### config.mk
export PLATFORM = sky130hd
export DESIGN_NAME = vn3_div_cell
export DESIGN_NICKNAME = d
export VERILOG_FILES = /design/src/hw/rtl/vn3_pkg.sv /design/src/hw/rtl/vn3_div_cell.sv
export SDC_FILE = /design/constraint.sdc
export NUM_CORES = 1
export LEC_CHECK = 0
export ABC_CLOCK_PERIOD_IN_PS = 4200
export BUFFER_PORTS_ARGS = -buffer_cell sky130_fd_sc_hd__buf_2
export CELL_PAD_IN_SITES_DETAIL_PLACEMENT = 0
export CELL_PAD_IN_SITES_GLOBAL_PLACEMENT = 1
export CORE_AREA = 2 2 295 297
export DETAILED_ROUTE_END_ITERATION = 10
export DIE_AREA = 0 0 297 299
export GPL_ROUTABILITY_DRIVEN = 0
export MAX_ROUTING_LAYER = met4
export PLACE_DENSITY_LB_ADDON = 0.1
export SLEW_MARGIN = 20
export SYNTH_ARGS = -nofsm -noshare
export SYNTH_HDL_FRONTEND = slang
export SYNTH_SLANG_ARGS = --single-unit
### constraint.sdc
create_clock -name i_clk -period 4.2 [get_ports i_clk]
set_input_delay 0.21 -clock i_clk [delete_from_list [all_inputs] [get_ports i_clk]]
set_output_delay 0.21 -clock i_clk [all_outputs]
set_load 0.01 [all_outputs]
### src/hw/rtl/vn3_pkg.sv
// Shared types and constants for the 3D vector normaliser.
package vn3_pkg;

    localparam int FRAC_BITS_DEF = 16;
    localparam int COMP_W        = 32;
    localparam int SUM_W         = 64;
    localparam int ROOT_W        = 32;
    localparam int LEN_W         = 33;
    localparam int CFG_W         = 16;
    localparam logic [CFG_W-1:0] MIN_LENGTH_RST = 16'd1;

    typedef struct packed {
        logic signed [COMP_W-1:0] comp_x;
        logic signed [COMP_W-1:0] comp_y;
        logic signed [COMP_W-1:0] comp_z;
    } t_vec_in;

    typedef struct packed {
        logic signed [COMP_W-1:0] unit_x;
        logic signed [COMP_W-1:0] unit_y;
        logic signed [COMP_W-1:0] unit_z;
        logic [LEN_W-1:0]         length;
        logic                     was_scaled;
        logic                     is_zero_length;
    } t_vec_out;

    // Data that travels alongside the arithmetic down the row of cells.
    typedef struct packed {
        t_vec_in                      vec;
        logic [2:0][COMP_W-1:0]       mag;
        logic [2:0]                   neg;
        logic                         zero;
        logic [ROOT_W-1:0]            len;
        logic                         scaled;
    } t_side;

endpackage

### src/hw/rtl/vn3_div_cell.sv
// One quotient bit of the restoring division, three lanes side by side.
module vn3_div_cell #(
    parameter int QW   = vn3_pkg::FRAC_BITS_DEF + 1,
    parameter int STEP = 0
) (
    input  logic                  i_clk,
    input  logic                  i_rst_n,
    input  logic                  i_en,
    input  logic                  i_valid,
    input  vn3_pkg::t_side        i_side,
    input  logic [2:0][32:0]      i_rem,
    input  logic [2:0][QW-1:0]    i_quo,
    output logic                  o_valid,
    output vn3_pkg::t_side        o_side,
    output logic [2:0][32:0]      o_rem,
    output logic [2:0][QW-1:0]    o_quo
);
    import vn3_pkg::*;

    logic [2:0][33:0] n_part;
    logic [2:0]       n_take;
    logic [33:0]      n_div;

    assign n_div = {2'b00, i_side.len};

    always_comb begin
        for (int l = 0; l < 3; l++) begin
            // Only the first step brings in a dividend bit; the rest are zeros.
            n_part[l] = {i_rem[l], (STEP == 0) ? i_side.mag[l][0] : 1'b0};
            n_take[l] = (n_part[l] >= n_div);
        end
    end

    always_ff @(posedge i_clk) begin
        if (!i_rst_n) begin
            o_valid <= 1'b0;
        end else if (i_en) begin
            o_valid <= i_valid;
        end
    end

    always_ff @(posedge i_clk) begin
        if (i_en) begin
            o_side <= i_side;
            for (int l = 0; l < 3; l++) begin
                o_rem[l] <= n_take[l] ? 33'(n_part[l] - n_div) : n_part[l][32:0];
                o_quo[l] <= {i_quo[l][QW-2:0], n_take[l]};
            end
        end
    end

endmodule

==> key figures <==
Setup path
  • CP peak stage delay: 0.53 ns
  • Data arrival time of the critical path: about 3.9 ns
  • R2R cell count: 3
  • Worst-path cell chain: dlygate4sd3_1 -> buf_2 -> ha_1 -> inv_1 -> fa_1 -> a21oi_1 -> o211ai_1 -> a31oi_1 -> o211ai_2 -> a31o_2 -> a21oi_1 -> o31a_1 -> buf_4 -> mux2_1
  • Stages on the worst setup path: 14
  • Highest-delay cell along the critical path: dlygate4sd3_1
  • Kind of capture point of the worst setup path: flop
  • Max Fanout on Critical Path: 29
  • Worst r2r src: o_valid
  • Critical path launch point: i_side[1]
  • FF-to-FF End: o_valid
  • Worst reg-to-reg setup slack: 3.05 ns
  • Worst path top cell family by delay: compound AO/OA/AOI/OAI gates
  • Endpoint of the worst setup timing path: o_rem[67]
  • Critical Setup Path Class: input pin to flop
  • Category of the worst setup path launch point: input pin
  • Data required time of the worst path: roughly 4.5 ns
  • Count of buffering cells on the critical path with inverters included: 4
  • Top cell by count, worst path: a21oi_1

Logic synthesis
  • Register bit total from synthesis: 380
  • Count of unique library cells instantiated by Yosys: just under 80
  • Dominant cells by area after synthesis: edfxtp_1, ha_1, a21oi_1, xnor2_1, nor2_1
  • Cell area after synthesis: approximately 18,000 µm²
  • Synth Net Count: around 1.9k
  • Share of the synthesized area in the top cell type: 0.636
  • Post-Syn Instances: between 1k and 1.5k
  • Cell type with the largest total area after synthesis: edfxtp_1
  • Sequential share of the synthesized area: 0.638
  • Cell with the most instances after synthesis: edfxtp_1
  • Yosys Warn Count: 0
  • Synth top cells by count: edfxtp_1, a21oi_1, nor2_1
  • Flip-flop cell with the highest count after synthesis: edfxtp_1
  • Avg Cell Area, Syn: approximately 13 µm²
  • Count of flip-flops with a built-in enable after synthesis: roughly 380
  • Share of flip-flops with an asynchronous set or reset after synthesis: 0

Drt
  • Number of vias per cell: ~4.2
  • Final antenna-violating net count: 0
  • Mean routed wirelength per cell: approximately 22 µm
  • Pre-Repair DR Iteration Count: 5
  • Final Routed Wirelength: approximately 84,000 µm
  • DRC violations left: 0
  • Number of violations reported at the end of detailed-routing iteration 0: about 860
  • Number of vias after detailed routing: approximately 16k

Placed design
  • Estimated wirelength of the detail-placed design: between 60,000 and 70,000 µm
  • Placed standard-cell area: between 20,000 and 25,000 µm²
  • Worst Setup Slack post-DPL: between 0.5 and 0.6 ns
  • Count of port buffers added during placement: about 760

Cells and area
  • Fillcell total: 8,853
  • Flip-flop and latch area: 11,400 µm²
  • # nets final: 3,004
  • Footprint of the multi-input gates: roughly 6000 µm²
  • Final non-filler cell area: between 20,000 and 30,000 µm²
  • Area growth syn-to-layout: 58.6%
  • Fraction of layout cells with a size suffix above 1: 0.348

STA
  • Minimum clock period after layout: 3.62 ns
  • Share of the clock period used by the worst path after layout: 0.862
  • Final worst-path setup slack: around 0.58 ns
  • Worst slack on hold paths: between 0.01 and 0.015 ns
  • Transition time at the pin with the least slew margin: 0.753 ns
  • Setup repair after global routing missed its margin: false
  • Max Clk Rate: roughly 0.28 GHz
  • Final number of max-transition violations: 0
  • Final Skew: 0 ns
  • Final number of setup-violating endpoints: 0
  • Max-slew headroom at the worst pin: 0.498
  • Setup Total Neg Slack: 0 ns
  • Final-report hold violation count: 0

GRT
  • Largest net degree at the start of global routing: 90
  • GR Overflow Total: 0
  • Number of antenna violations at the first check in global routing: 20
  • Via count of the first global-routing pass: about 16k
  • First-pass GRT wire length: 118,000 µm
  • All-Layer GR Usage: 0.188

Clocking
  • Number of sinks driven by the clock tree: 380
  • Cts repair resizes: 0
  • Clock slew seen by the registers of the worst setup and hold paths: about 0.05 ns
  • H-tree lvl count: 2
  • Worst-Skew Late Latency: approximately 0.6 ns
  • Clock root buffer: clkbuf_16
  • Clock tree from TritonCTS: done
  • Post-CTS Repair Setup Buffers: 0
  • CTS hold repair buffers: around 360
  • Largest buffer count on any clock path: 3
  • CTS buffer count: 48

Die
  • Number of placement rows: around 110
  • Vertical die dimension: ~300 µm
  • Initial core utilization: 0.208
  • Die Width: ~300 µm
  • Floorplan core area: ~86,000 µm²
  • Die Footprint: a little under 90,000 µm²
  • Number of top-level pins: approximately 760

Job
  • Number of violations of the max-capacitance limit: 0

Hold path
  • Worst hold-check path type: input pin to flop

Pwr
  • Total Power: 11,400 µW
  • Worst IR Drop VDD: roughly 270 µV
  • Power Density: ~400 nW/µm²
  • Static power due to leakage: between 0.01 and 0.015 µW

Status
  • Outcome: finished, final reports clean
==> registers in the layout, indices dropped and copies added (netlist names) <==
register / flops
o_quo: 51
o_rem: 99
o_side: 229
o_valid: 1
==> routing by layer <==
layer / track usage / vias up / share of wire
met5: - / - / 0
li1: - / 7486 / -
met1: 0.217 / 7570 / 0.41
met2: 0.330 / 450 / 0.51
met3: 0.0433 / 81 / 0.055
met4: 0.0441 / 0 / 0.022
==> through the flow <==
step / cells / util
final: 3727 / 0.330
after global routing: 3726 / 0.330
after CTS: 3713 / 0.330
after detailed placement: 3266 / 0.269
after global placement: 3266 / 0.269
after floorplan: 1370 / -
==> tightest hold or removal path: cells and delay by family <==
kind / cells / cell delay [ns]
buf+inv: 1 / 0.09
compound gates: 1 / 0.11
simple gates: 1 / 0.04
==> how the worst min path moves through the flow <==
stage | start | depth (start not counted) | slack (ns) | to
3_5_place_dp | i_quo[11] | 1 | 0.39 | o_quo[12]
2_1_floorplan | i_quo[9] | 0 | 0.31 | o_quo[10]
5_1_grt | i_rem[71] | 3 | 0.03 | o_rem[72]
4_1_cts | i_rem[84] | 3 | 0.009 | o_rem[85]
3_3_place_gp | i_side[149] | 1 | 0.39 | o_side[149]
6_report | i_rem[8] | 3 | 0.01 | o_rem[9]
==> placed cells by master, fill, tap and decap left out, drive strengths merged, types with 6 or more instances in the layout <==
| cell type | n |
|---|---|
| diode | 14 |
| edfxtp | 379 |
| a21o | 44 |
| and3 | 13 |
| o21bai | 9 |
| a21oi | 130 |
| mux2 | 13 |
| clkbuf | 55 |
| inv | 67 |
| nor4 | 6 |
| o31ai | 7 |
| a211oi | 9 |
| nand2b | 15 |
| ha | 96 |
| a31oi | 13 |
| nand3 | 34 |
| o211ai | 7 |
| buf | 778 |
| dlygate4sd3 | 361 |
| xnor2 | 53 |
| nand4 | 13 |
| clkinv | 18 |
| and2 | 7 |
| o21a | 10 |
| nor2b | 12 |
| xor2 | 30 |
| nor3 | 15 |
| or2 | 6 |
| nor2 | 106 |
| o21ai | 77 |
| nand2 | 104 |
| a2111oi | 6 |
==> where the power goes <==
| group | internal, µW | total, µW | switching [µW] |
|---|---|---|---|
| clock | 2390 | 4140 | 1750 |
| combinational | 1070 | 2480 | 1410 |
| sequential | 4640 | 4750 | 104 |
==> kinds of logic (layout without fill, tap and decap cells) <==
family,after synthesis,after routing,share of synthesized area
xor+xnor,83,83,0.0406
simple gates,340,340,0.0872
buf+inv,100,1288,0.0241
flops,380,380,0.638
compound gates,352,352,0.128
other cells,0,14,0
fa+ha+maj,99,99,0.0705
mux,16,16,0.0118
==> layout make-up <==
cell class                 count  share of cell area
clock buffer                  55              0.0440
tap                         1155              0.0510
timing repair buffer        1139               0.269
clock inverter                31              0.0105
sequential                   380               0.402
inverter                      63             0.00834
multi-input combinational    890               0.213
antenna                       14             0.00124
Power figures use the tool's default switching activity.
