==> src/hw/rtl/vn3_pkg.sv <==
// Shared types and constants for the 3D vector normaliser.
package vn3_pkg;

    localparam int FRAC_BITS_DEF = 16;
    localparam int COMP_W        = 32;
    localparam int SUM_W         = 64;
    localparam int ROOT_W        = 32;
    localparam int LEN_W         = 33;
    localparam int CFG_W         = 16;
    localparam logic [CFG_W-1:0] MIN_LENGTH_RST = 16'd1;

    typedef struct packed {
        logic signed [COMP_W-1:0] comp_x;
        logic signed [COMP_W-1:0] comp_y;
        logic signed [COMP_W-1:0] comp_z;
    } t_vec_in;

    typedef struct packed {
        logic signed [COMP_W-1:0] unit_x;
        logic signed [COMP_W-1:0] unit_y;
        logic signed [COMP_W-1:0] unit_z;
        logic [LEN_W-1:0]         length;
        logic                     was_scaled;
        logic                     is_zero_length;
    } t_vec_out;

    // Data that travels alongside the arithmetic down the row of cells.
    typedef struct packed {
        t_vec_in                      vec;
        logic [2:0][COMP_W-1:0]       mag;
        logic [2:0]                   neg;
        logic                         zero;
        logic [ROOT_W-1:0]            len;
        logic                         scaled;
    } t_side;

endpackage

==> src/hw/rtl/vn3_sqrt_cell.sv <==
// One digit of the restoring square root: takes two bits of the radicand.
module vn3_sqrt_cell (
    input  logic                  i_clk,
    input  logic                  i_rst_n,
    input  logic                  i_en,
    input  logic                  i_valid,
    input  vn3_pkg::t_side        i_side,
    input  logic [63:0]           i_rad,
    input  logic [32:0]           i_rem,
    input  logic [31:0]           i_root,
    output logic                  o_valid,
    output vn3_pkg::t_side        o_side,
    output logic [63:0]           o_rad,
    output logic [32:0]           o_rem,
    output logic [31:0]           o_root
);
    import vn3_pkg::*;

    logic [34:0] n_trial_rem;
    logic [34:0] n_trial;
    logic        n_take;

    assign n_trial_rem = {i_rem, i_rad[63:62]};
    assign n_trial     = {1'b0, i_root, 2'b01};
    assign n_take      = (n_trial_rem >= n_trial);

    always_ff @(posedge i_clk) begin
        if (!i_rst_n) begin
            o_valid <= 1'b0;
        end else if (i_en) begin
            o_valid <= i_valid;
        end
    end

    always_ff @(posedge i_clk) begin
        if (i_en) begin
            o_side <= i_side;
            o_rad  <= {i_rad[61:0], 2'b00};
            if (n_take) begin
                o_rem  <= 33'(n_trial_rem - n_trial);
                o_root <= {i_root[30:0], 1'b1};
            end else begin
                o_rem  <= n_trial_rem[32:0];
                o_root <= {i_root[30:0], 1'b0};
            end
        end
    end

endmodule

==> config.mk <==
export PLATFORM = sky130hd
export DESIGN_NAME = vn3_sqrt_cell
export DESIGN_NICKNAME = d
export VERILOG_FILES = /design/src/hw/rtl/vn3_pkg.sv /design/src/hw/rtl/vn3_sqrt_cell.sv
export SDC_FILE = /design/constraint.sdc
export NUM_CORES = 1
export LEC_CHECK = 0
export BUFFER_PORTS_ARGS = -buffer_cell sky130_fd_sc_hd__buf_2
export CAP_MARGIN = 20
export CORE_AREA = 4 4 281 283
export DETAILED_ROUTE_END_ITERATION = 10
export DIE_AREA = 0 0 285 287
export MAX_ROUTING_LAYER = met4
export PLACE_DENSITY = 0.48
export SLEW_MARGIN = 0
export SYNTH_ARGS = -nofsm -noshare
export SYNTH_HDL_FRONTEND = slang
export SYNTH_SLANG_ARGS = --single-unit
==> constraint.sdc <==
create_clock -name i_clk -period 7.7 [get_ports i_clk]
set_input_delay 1.54 -clock i_clk [delete_from_list [all_inputs] [get_ports i_clk]]
set_output_delay 1.54 -clock i_clk [all_outputs]
set_load 0.02 [all_outputs]
==> out/metrics.cfg, run 1 <==
[synth]
yosysMostFrequentCell=edfxtp_1
avgSynthCellArea_um2=18.51
syn_area_um2=13320
synth_top_cell_by_area=edfxtp_1
synthArstFlopShare_pct=0
synthTopCellsByArea=edfxtp_1, ha_1, mux2_4
synth_top_area_share_pct=80.23
synth-seq-cells=357
synth.distinct_cells=59
yosysWarnings=0
synthCells=720
synthFlopType=edfxtp_1
yosys-top-cells-count=edfxtp_1, inv_1, a21oi_1, ha_1, nand2_1
synth_edf_count=356
synth_seq_area_share_pct=80.38

[pwr]
finalPower_mw=5.205
power.density_nw_per_um2=266.3
p_leak_nw=8.231
vdd_drop_max_mv=0.1281

[timing]
period_needed_ps=4410
final-hold-violation-count=0
post-route-period-util_pct=57.27
fmax_mhz=226.7
rsz0062_at_grt=no
worst_pin_slew_ps=1191
finalClockSkew_ps=0
hold_ws_ps=530.0
setup_viol=0
max-slew-margin-rel_pct=20.57
fin_setup_tns_ps=0
final_max_slew_viol_count=0

[global_route]
grt_pass1_wl_um=78000
track_usage_pct=13.79
grt_pass1_vias=9829
grt_max_degree=164
antenna_found_initial=28
grt_remaining_overflow=0

[clock_network]
numCtsBuffers=43
cts_max_level=2
postCtsHoldBufs=0
cts_tree=done
clk_pin_slew_worst_paths_ps=60
post_cts_buffers=0
clock-sinks=357
cts_root_buf=clkbuf_16
cts_resized=0
clk_path_buf_depth=3
clk_latency_ps=560

[floorplan]
ios=721
fp.dieH_um=287
placement_rows=102
start_util_pct=17.37
core_area_um2=76700
fp.dieArea_um2=81800
die_x_um=285

[detailed_routing]
drt-pass1-iter-count=5
postRouteAntennaNets=0
drtIter0Drc=555
vias=9669
routedWlPerCell_um=23.11
drcViolationCount=0
routed_via_density=3.783
drt-total-wl_um=59080

[final_layout]
multiInputGateArea_um2=2342
final_cell_area_um2=19550
num-fill-cells=8055
utilization_pct=25.49
drive_gt1_share_pct=54.26
regArea_um2=10710
nets=1872
area_growth_pct=46.71

[critical_path]
reg2reg_depth=2
required_ps=8000
crit_path_end_kind=flip-flop
startpoint_type=primary input
worstPathMaxFanout=24
cp.arrival_ps=4710
critical_path_class=in -> reg

[outcome]
run_status=complete, no violations

[hold_path]
hp-class=reg -> reg
holdPathStages=2

[place]
dpl.hpwl_um=47970
numPortBuffers=718
postPlaceCellArea_um2=18160
gp_congestion=0.8935

[job]
max_cap_viol_count=0

-- metal layers --
metal	global-route usage (%)	share of wire, %	wire [um]	vias up
met3	5.678	9.1	5402	67
met4	2.546	1.8	1077	0
li1	-	-	-	4326
met5	-	0	0	-
met1	14.47	37	21810	4813
met2	24.62	52	30790	463
-- metrics by stage --
step                      std cells  setup slack, ps
after global routing           2556             3114
after global placement         2471             2791
after detailed placement       2471             2759
final                          2556             3290
after floorplan                 721             3393
after CTS                      2542             3357
-- final cells by class --
cell class | count | area share [%]
sequential | 357 | 54.79
timing repair buffer | 720 | 18.58
multi-input combinational | 308 | 11.98
tap | 1040 | 6.657
clock buffer | 49 | 5.620
clock inverter | 22 | 1.274
inverter | 46 | 0.9217
antenna | 14 | 0.1792
-- cell usage in the layout (no fill, tap or decap), types with 5 or more instances in the layout --
cell type	count
clkbuf_1	6
nand2_1	26
buf_2	717
clkinv_1	8
o21ai_0	25
nor3_1	9
nor2_1	25
edfxtp_1	356
a21oi_1	35
o21a_1	9
or3_1	5
a21o_1	11
diode_2	14
inv_1	45
mux2_4	18
clkbuf_16	43
o31ai_1	5
ha_1	34
xnor2_1	18
nand3_1	12
xor2_1	7
-- kinds of logic (layout without fill, tap and decap cells) --
| kind of cell | after synthesis | in the layout | share of synthesized area [%] |
|---|---|---|---|
| buf+inv | 56 | 837 | 2.066 |
| other cells | 1 | 16 | 0.02814 |
| flops | 357 | 357 | 80.38 |
| mux | 24 | 24 | 2.517 |
| compound gates | 122 | 122 | 6.461 |
| xor+xnor | 25 | 25 | 1.643 |
| fa+ha+maj | 34 | 34 | 3.193 |
| simple gates | 101 | 101 | 3.709 |
-- critical path: stages --
cell	delay, ps
buf_2	80
inv_1	40
ha_1	340
o21a_1	200
o22ai_2	150
nor4_1	510
o2111ai_2	250
a2111oi_4	510
o211ai_4	200
and2_4	250
inv_8	230
mux2_2	370
-- state kept, by name, indices dropped and copies added (netlist names) --
signal,cells
o_rad,62
o_rem,33
o_root,32
o_side,229
o_valid,1
-- path summary, 6_finish.rpt --
check,startpoint,endpoint,slack (ps)
hold reg to reg,o_valid,o_valid,530
setup / recovery,i_root[0],o_rem[3],3290
setup reg to reg,o_valid,o_valid,7100
hold / removal,o_valid,o_valid,530
-- power breakdown --
group / internal (mW) / switching, mW / leakage, nW
combinational: 0.281 / 0.555 / 4.09
sequential: 2.34 / 0.0507 / 3.49
clock: 1.16 / 0.826 / 0.649
total: 3.77 / 1.43 / 8.23
No activity file was read; power rests on OpenSTA's default activity.
==> run 2: changes to the inputs <==
--- a/config.mk
+++ b/config.mk
@@ -7,9 +7,9 @@
 export LEC_CHECK = 0
 export BUFFER_PORTS_ARGS = -buffer_cell sky130_fd_sc_hd__buf_2
 export CAP_MARGIN = 20
-export CORE_AREA = 4 4 281 283
+export CORE_AREA = 4 4 282 284
 export DETAILED_ROUTE_END_ITERATION = 10
-export DIE_AREA = 0 0 285 287
+export DIE_AREA = 0 0 286 288
 export MAX_ROUTING_LAYER = met4
 export PLACE_DENSITY = 0.48
 export SLEW_MARGIN = 0
==> constraint.sdc (replaced) <==
create_clock -name i_clk -period 4.55 [get_ports i_clk]
set_input_delay 0.91 -clock i_clk [delete_from_list [all_inputs] [get_ports i_clk]]
set_output_delay 0.91 -clock i_clk [all_outputs]
set_load 0.02 [all_outputs]
==> out/metrics.cfg, run 2 (same netlist as run 1, synthesis figures left out) <==
[floorplan]
ios=721
die_x_um=286
start_util_pct=17.29
placement_rows=102
fp.dieH_um=288
core_area_um2=77080
fp.dieArea_um2=82370

[critical_path]
reg2reg_to=o_valid
startpoint_type=primary input
crit_path_end_kind=flip-flop
crit-reg2reg-launch=o_valid
worstPathMaxFanout=6
cp_num_buf_inv=3
reg2reg_depth=2
cpLargestDelayFamily=compound AO/OA/AOI/OAI gates
critPathLaunch=i_root[6]
r2r_setup_slack_ps=3970
path_common_cell=a2111oi_0
path_cells=buf_2, inv_1, ha_1, nand2_1, or3_1, a2111oi_0, o41ai_1, buf_4, a2111oi_0, nor3_1, xnor2_1, mux2_4
slowest_delay_ps=720
critical_path_class=in -> reg
cp_slowest_cell=a2111oi_0
required_ps=4850
cp.arrival_ps=3950

[job]
max_cap_viol_count=0

[timing]
final.setup.worst_slack_ps=905.3
max-slew-margin-rel_pct=37.26
worst_pin_slew_ps=941.0
post-route-period-util_pct=80.10
final_max_slew_viol_count=0
rsz0062_at_grt=no
fin_setup_tns_ps=0
finalClockSkew_ps=0
period_needed_ps=3645
final-hold-violation-count=0
fmax_mhz=274.4
setup_viol=0

[global_route]
grt_pass1_vias=9899
track_usage_pct=13.64
grt_remaining_overflow=0
grt_max_degree=106
grt_pass1_wl_um=77110
antenna_found_initial=19

[clock_network]
clock-sinks=357
cts_tree=done
cts_max_level=2
numCtsBuffers=44
postCtsHoldBufs=0
clk_pin_slew_worst_paths_ps=60
cts_resized=0
cts_root_buf=clkbuf_16
clk_latency_ps=570
clk_path_buf_depth=3
post_cts_buffers=0

[pwr]
p_comb_share_pct=15.8
power.density_nw_per_um2=458.4
vdd_drop_max_mv=0.2207
switchingPower_mw=2.449
clock_power_share_pct=39.9
p_int_mw=6.646
p_leak_nw=8.389
netSwitchingFraction_pct=26.93
seq_power_share_pct=44.4

[place]
dp_slack_ps=353.2
numPortBuffers=718
dpl.hpwl_um=48290
gp_congestion=0.8651
dp_cells=2489

[final_layout]
drive_gt1_share_pct=55.05
nets=1891
area_growth_pct=48.90
mostFrequentLayoutCells=buf_2, edfxtp_1, inv_1, clkbuf_16, a21oi_1
largest_reg_flops=229
regMostFlops=o_side
instances_no_fill=2576
final_common_cell=buf_2
reg.largest.list=o_side: 229 flops, o_rad: 62 flops, o_rem: 33 flops

[hold_path]
hp-class=in -> reg
min_to=o_side[216]
holdPathStages=1
hp-start=i_side[216]

[outcome]
run_status=complete, no violations

[detailed_routing]
drcViolationCount=0
routed_via_density=3.773
postRouteAntennaNets=0
drt-pass1-iter-count=5
drtIter0Drc=428
routedWlPerCell_um=22.99
drt-total-wl_um=59220
vias=9720

run 2: through the flow:
step,utilization (%),cell area [um^2],hold WS (ps),power (mW)
6_report,25.74,19840,504.8,9.095
3_5_place_dp,23.77,18330,505.3,5.563
3_3_place_gp,23.77,18330,504.9,5.560
4_1_cts,25.70,19810,449.7,9.296
5_1_grt,25.74,19840,461.8,9.514
2_1_floorplan,-,13330,589.3,4.801
run 2: per-layer routing:
layer	share of wire, %	global-route usage [%]
met1	36	13.93
met2	48	22.25
met3	12	7.039
met4	4.1	5.513
met5	0	-
run 2: power groups by stage:
| stage | Clock, mW | Combinational [mW] | Sequential [mW] |
|---|---|---|---|
| 2_1_floorplan | 0 | 0.338 | 4.46 |
| 3_3_place_gp | 0 | 1.46 | 4.10 |
| 3_5_place_dp | 0 | 1.46 | 4.10 |
| 4_1_cts | 3.79 | 1.47 | 4.04 |
| 5_1_grt | 3.93 | 1.53 | 4.06 |
| 6_report | 3.62 | 1.44 | 4.03 |
run 2: worst register-to-register path, cell delays in order, from the launching register on:
cell     delay (ps)
dfxtp_1         310
mux2i_1         120
nor2b_1          50
run 2: area by class of cell:
type / count / area (um^2)
fill: 8153 / 57240
sequential: 357 / 10710
timing repair buffer: 738 / 3791
multi-input combinational: 308 / 2342
tap: 1040 / 1301
clock buffer: 51 / 1149
clock inverter: 24 / 335.3
inverter: 46 / 180.2
antenna: 12 / 30.03
run 2: worst max path at each step:
stage	slack, ps	depth (start not counted)	to
final	910	12	o_rem[26]
after global routing	750	12	o_rem[26]
after CTS	980	12	o_rem[26]
after detailed placement	350	12	o_rem[26]
after global placement	320	12	o_rem[26]
after floorplan	870	14	o_rem[10]
==> run 3: changes to the inputs <==
--- a/config.mk
+++ b/config.mk
@@ -5,13 +5,14 @@
 export SDC_FILE = /design/constraint.sdc
 export NUM_CORES = 1
 export LEC_CHECK = 0
+export ABC_AREA = 1
 export BUFFER_PORTS_ARGS = -buffer_cell sky130_fd_sc_hd__buf_2
 export CAP_MARGIN = 20
-export CORE_AREA = 4 4 282 284
+export CORE_AREA = 4 4 276 278
 export DETAILED_ROUTE_END_ITERATION = 10
-export DIE_AREA = 0 0 286 288
+export DIE_AREA = 0 0 280 282
 export MAX_ROUTING_LAYER = met4
-export PLACE_DENSITY = 0.48
+export PLACE_DENSITY = 0.51
 export SLEW_MARGIN = 0
 export SYNTH_ARGS = -nofsm -noshare
 export SYNTH_HDL_FRONTEND = slang
==> constraint.sdc (replaced) <==
create_clock -name i_clk -period 3 [get_ports i_clk]
set_input_delay 0.6 -clock i_clk [delete_from_list [all_inputs] [get_ports i_clk]]
set_output_delay 0.6 -clock i_clk [all_outputs]
set_load 0.02 [all_outputs]
==> out/metrics.cfg, run 3 <==
[outcome]
run_status=complete, no violations

[timing]
fmax_mhz=422.0
final-hold-violation-count=0
finalClockSkew_ps=0
post-route-period-util_pct=78.99
rsz0062_at_grt=no
period_needed_ps=2370
max-slew-margin-rel_pct=64.38
setup_viol=0
fin_setup_tns_ps=0
worst_pin_slew_ps=534.3
final_max_slew_viol_count=0

[clock_network]
clk_pin_slew_worst_paths_ps=60
post_cts_buffers=0
numCtsBuffers=43
postCtsHoldBufs=0
clk_path_buf_depth=3
cts_root_buf=clkbuf_16
cts_max_level=2
clock-sinks=357
cts_resized=0
clk_latency_ps=550
cts_tree=done

[critical_path]
worstPathMaxFanout=32
required_ps=3310
startpoint_type=primary input
critical_path_class=in -> reg
crit_path_end_kind=flip-flop
cp.arrival_ps=2680

[floorplan]
placement_rows=100
fp.dieArea_um2=78960
die_x_um=280
fp.dieH_um=282
ios=721
core_area_um2=73950
start_util_pct=18.82

[synth]
synth_top_cell_by_area=edfxtp_1
synth-seq-cells=357
synthCells=1047
syn_area_um2=13910
synth_edf_count=356
synthFlopType=edfxtp_1
yosysMostFrequentCell=edfxtp_1
synth_top_area_share_pct=76.83
avgSynthCellArea_um2=13.29
yosys-top-cells-count=edfxtp_1, nand2_1, inv_1, nand3_1, nor2_1
yosysWarnings=0
synthTopCellsByArea=edfxtp_1, nand2_1, inv_1
synthArstFlopShare_pct=0
synth.distinct_cells=28
synth_seq_area_share_pct=76.97

[final_layout]
final_common_cell=buf_2
regMostFlops=o_side
nets=2217
drive_gt1_share_pct=44.36
reg.largest.list=o_side: 229 flops, o_rad: 62 flops, o_rem: 33 flops
area_growth_pct=45.98
mostFrequentLayoutCells=buf_2, edfxtp_1, nand2_1, inv_1, clkbuf_16
largest_reg_flops=229

[place]
numPortBuffers=718
gp_congestion=0.9138
dpl.hpwl_um=57050

[detailed_routing]
postRouteAntennaNets=0
drt-pass1-iter-count=5
vias=11020
drt-total-wl_um=68080
drcViolationCount=0
drtIter0Drc=634
routed_via_density=3.865
routedWlPerCell_um=23.88

[pwr]
p_leak_nw=9.349
power.density_nw_per_um2=662.9
vdd_drop_max_mv=0.3097
finalPower_mw=13.47

[hold_path]
hp-class=in -> reg

[global_route]
grt_remaining_overflow=0
grt_pass1_wl_um=88890
grt_max_degree=79
antenna_found_initial=46
grt_pass1_vias=11200
track_usage_pct=16.61

[job]
max_cap_viol_count=0

[run 3: cell types whose count changed after synthesis, sizes merged, moves of 7 or more]
cell    delta
nor2      +18
a21o      -10
xnor2     -18
nand2    +304
xor2       +7
inv      +115
a21oi     -13
nand3b    +10
nand3     +28
o21ai     -23
mux2      -22
o21a       -9
[run 3: layer usage]
metal | global-route usage, % | part of all wire, %
met3 | 7.701 | 8.2
met1 | 18.27 | 41
met4 | 4.509 | 2.8
met2 | 27.29 | 48
met5 | - | 0
[run 3: critical path, cell delays in order]
cell and delay [ps]:
buf_2 160, inv_1 60, ha_1 360, nand2_1 150
nor2_2 240, nand2_1 140, nor2_1 230, nand2_1 120
nand3_2 80, nor2_2 50, nand2_4 140, inv_4 170
nand2_1 110, nand2_1 60
[run 3: through the flow]
| step | worst slack, ps | std cells | hold WS [ps] | area [um^2] | utilization [%] |
|---|---|---|---|---|---|
| 6_report | 630.2 | 2851 | 212.1 | 20310 | 27.47 |
| 5_1_grt | 515.8 | 2850 | 160.5 | 20310 | 27.47 |
| 4_1_cts | 687.4 | 2822 | 149.1 | 20240 | 27.37 |
| 3_5_place_dp | 83.76 | 2745 | 544.3 | 18860 | 25.51 |
| 3_3_place_gp | 121.9 | 2745 | 535.0 | 18860 | 25.51 |
| 2_1_floorplan | 827.1 | 1048 | 605.5 | 13920 | - |
[run 3: area by class of cell]
cell class / count / area [um^2]
Clock buffer: 50 / 1124
Multi-Input combinational cell: 522 / 2530
Timing Repair Buffer: 736 / 3801
Clock inverter: 27 / 256.5
Tap cell: 969 / 1212
Fill cell: 7796 / 53630
Antenna cell: 29 / 72.57
Inverter: 161 / 606.8
Sequential cell: 357 / 10710
[run 3: path summary, 6_finish.rpt]
kind                    from          to  slack [ps]  cells after the start
hold reg to reg      o_valid     o_valid         570                      2
setup / recovery  i_root[13]   o_rem[21]         630                     14
hold / removal    i_side[36]  o_side[36]         210                      1
setup reg to reg     o_valid     o_valid        2340                      2
[run 3: kinds of logic after synthesis]
kind of cell / Yosys count / share of synthesized area, %
and+or+nand+nor: 445 / 13.16
DFF: 357 / 76.97
buffers and inverters: 169 / 4.874
adders and majority gates: 34 / 3.057
AOI/OAI and AO/OA: 27 / 1.025
xor gates and xnor gates: 14 / 0.8812
other: 1 / 0.02695
[run 3: power breakdown]
group / internal, mW / switching [mW]
registers: 5.99 / 0.147
logic: 0.672 / 1.48
clock network: 3.03 / 2.15
total: 9.69 / 3.78
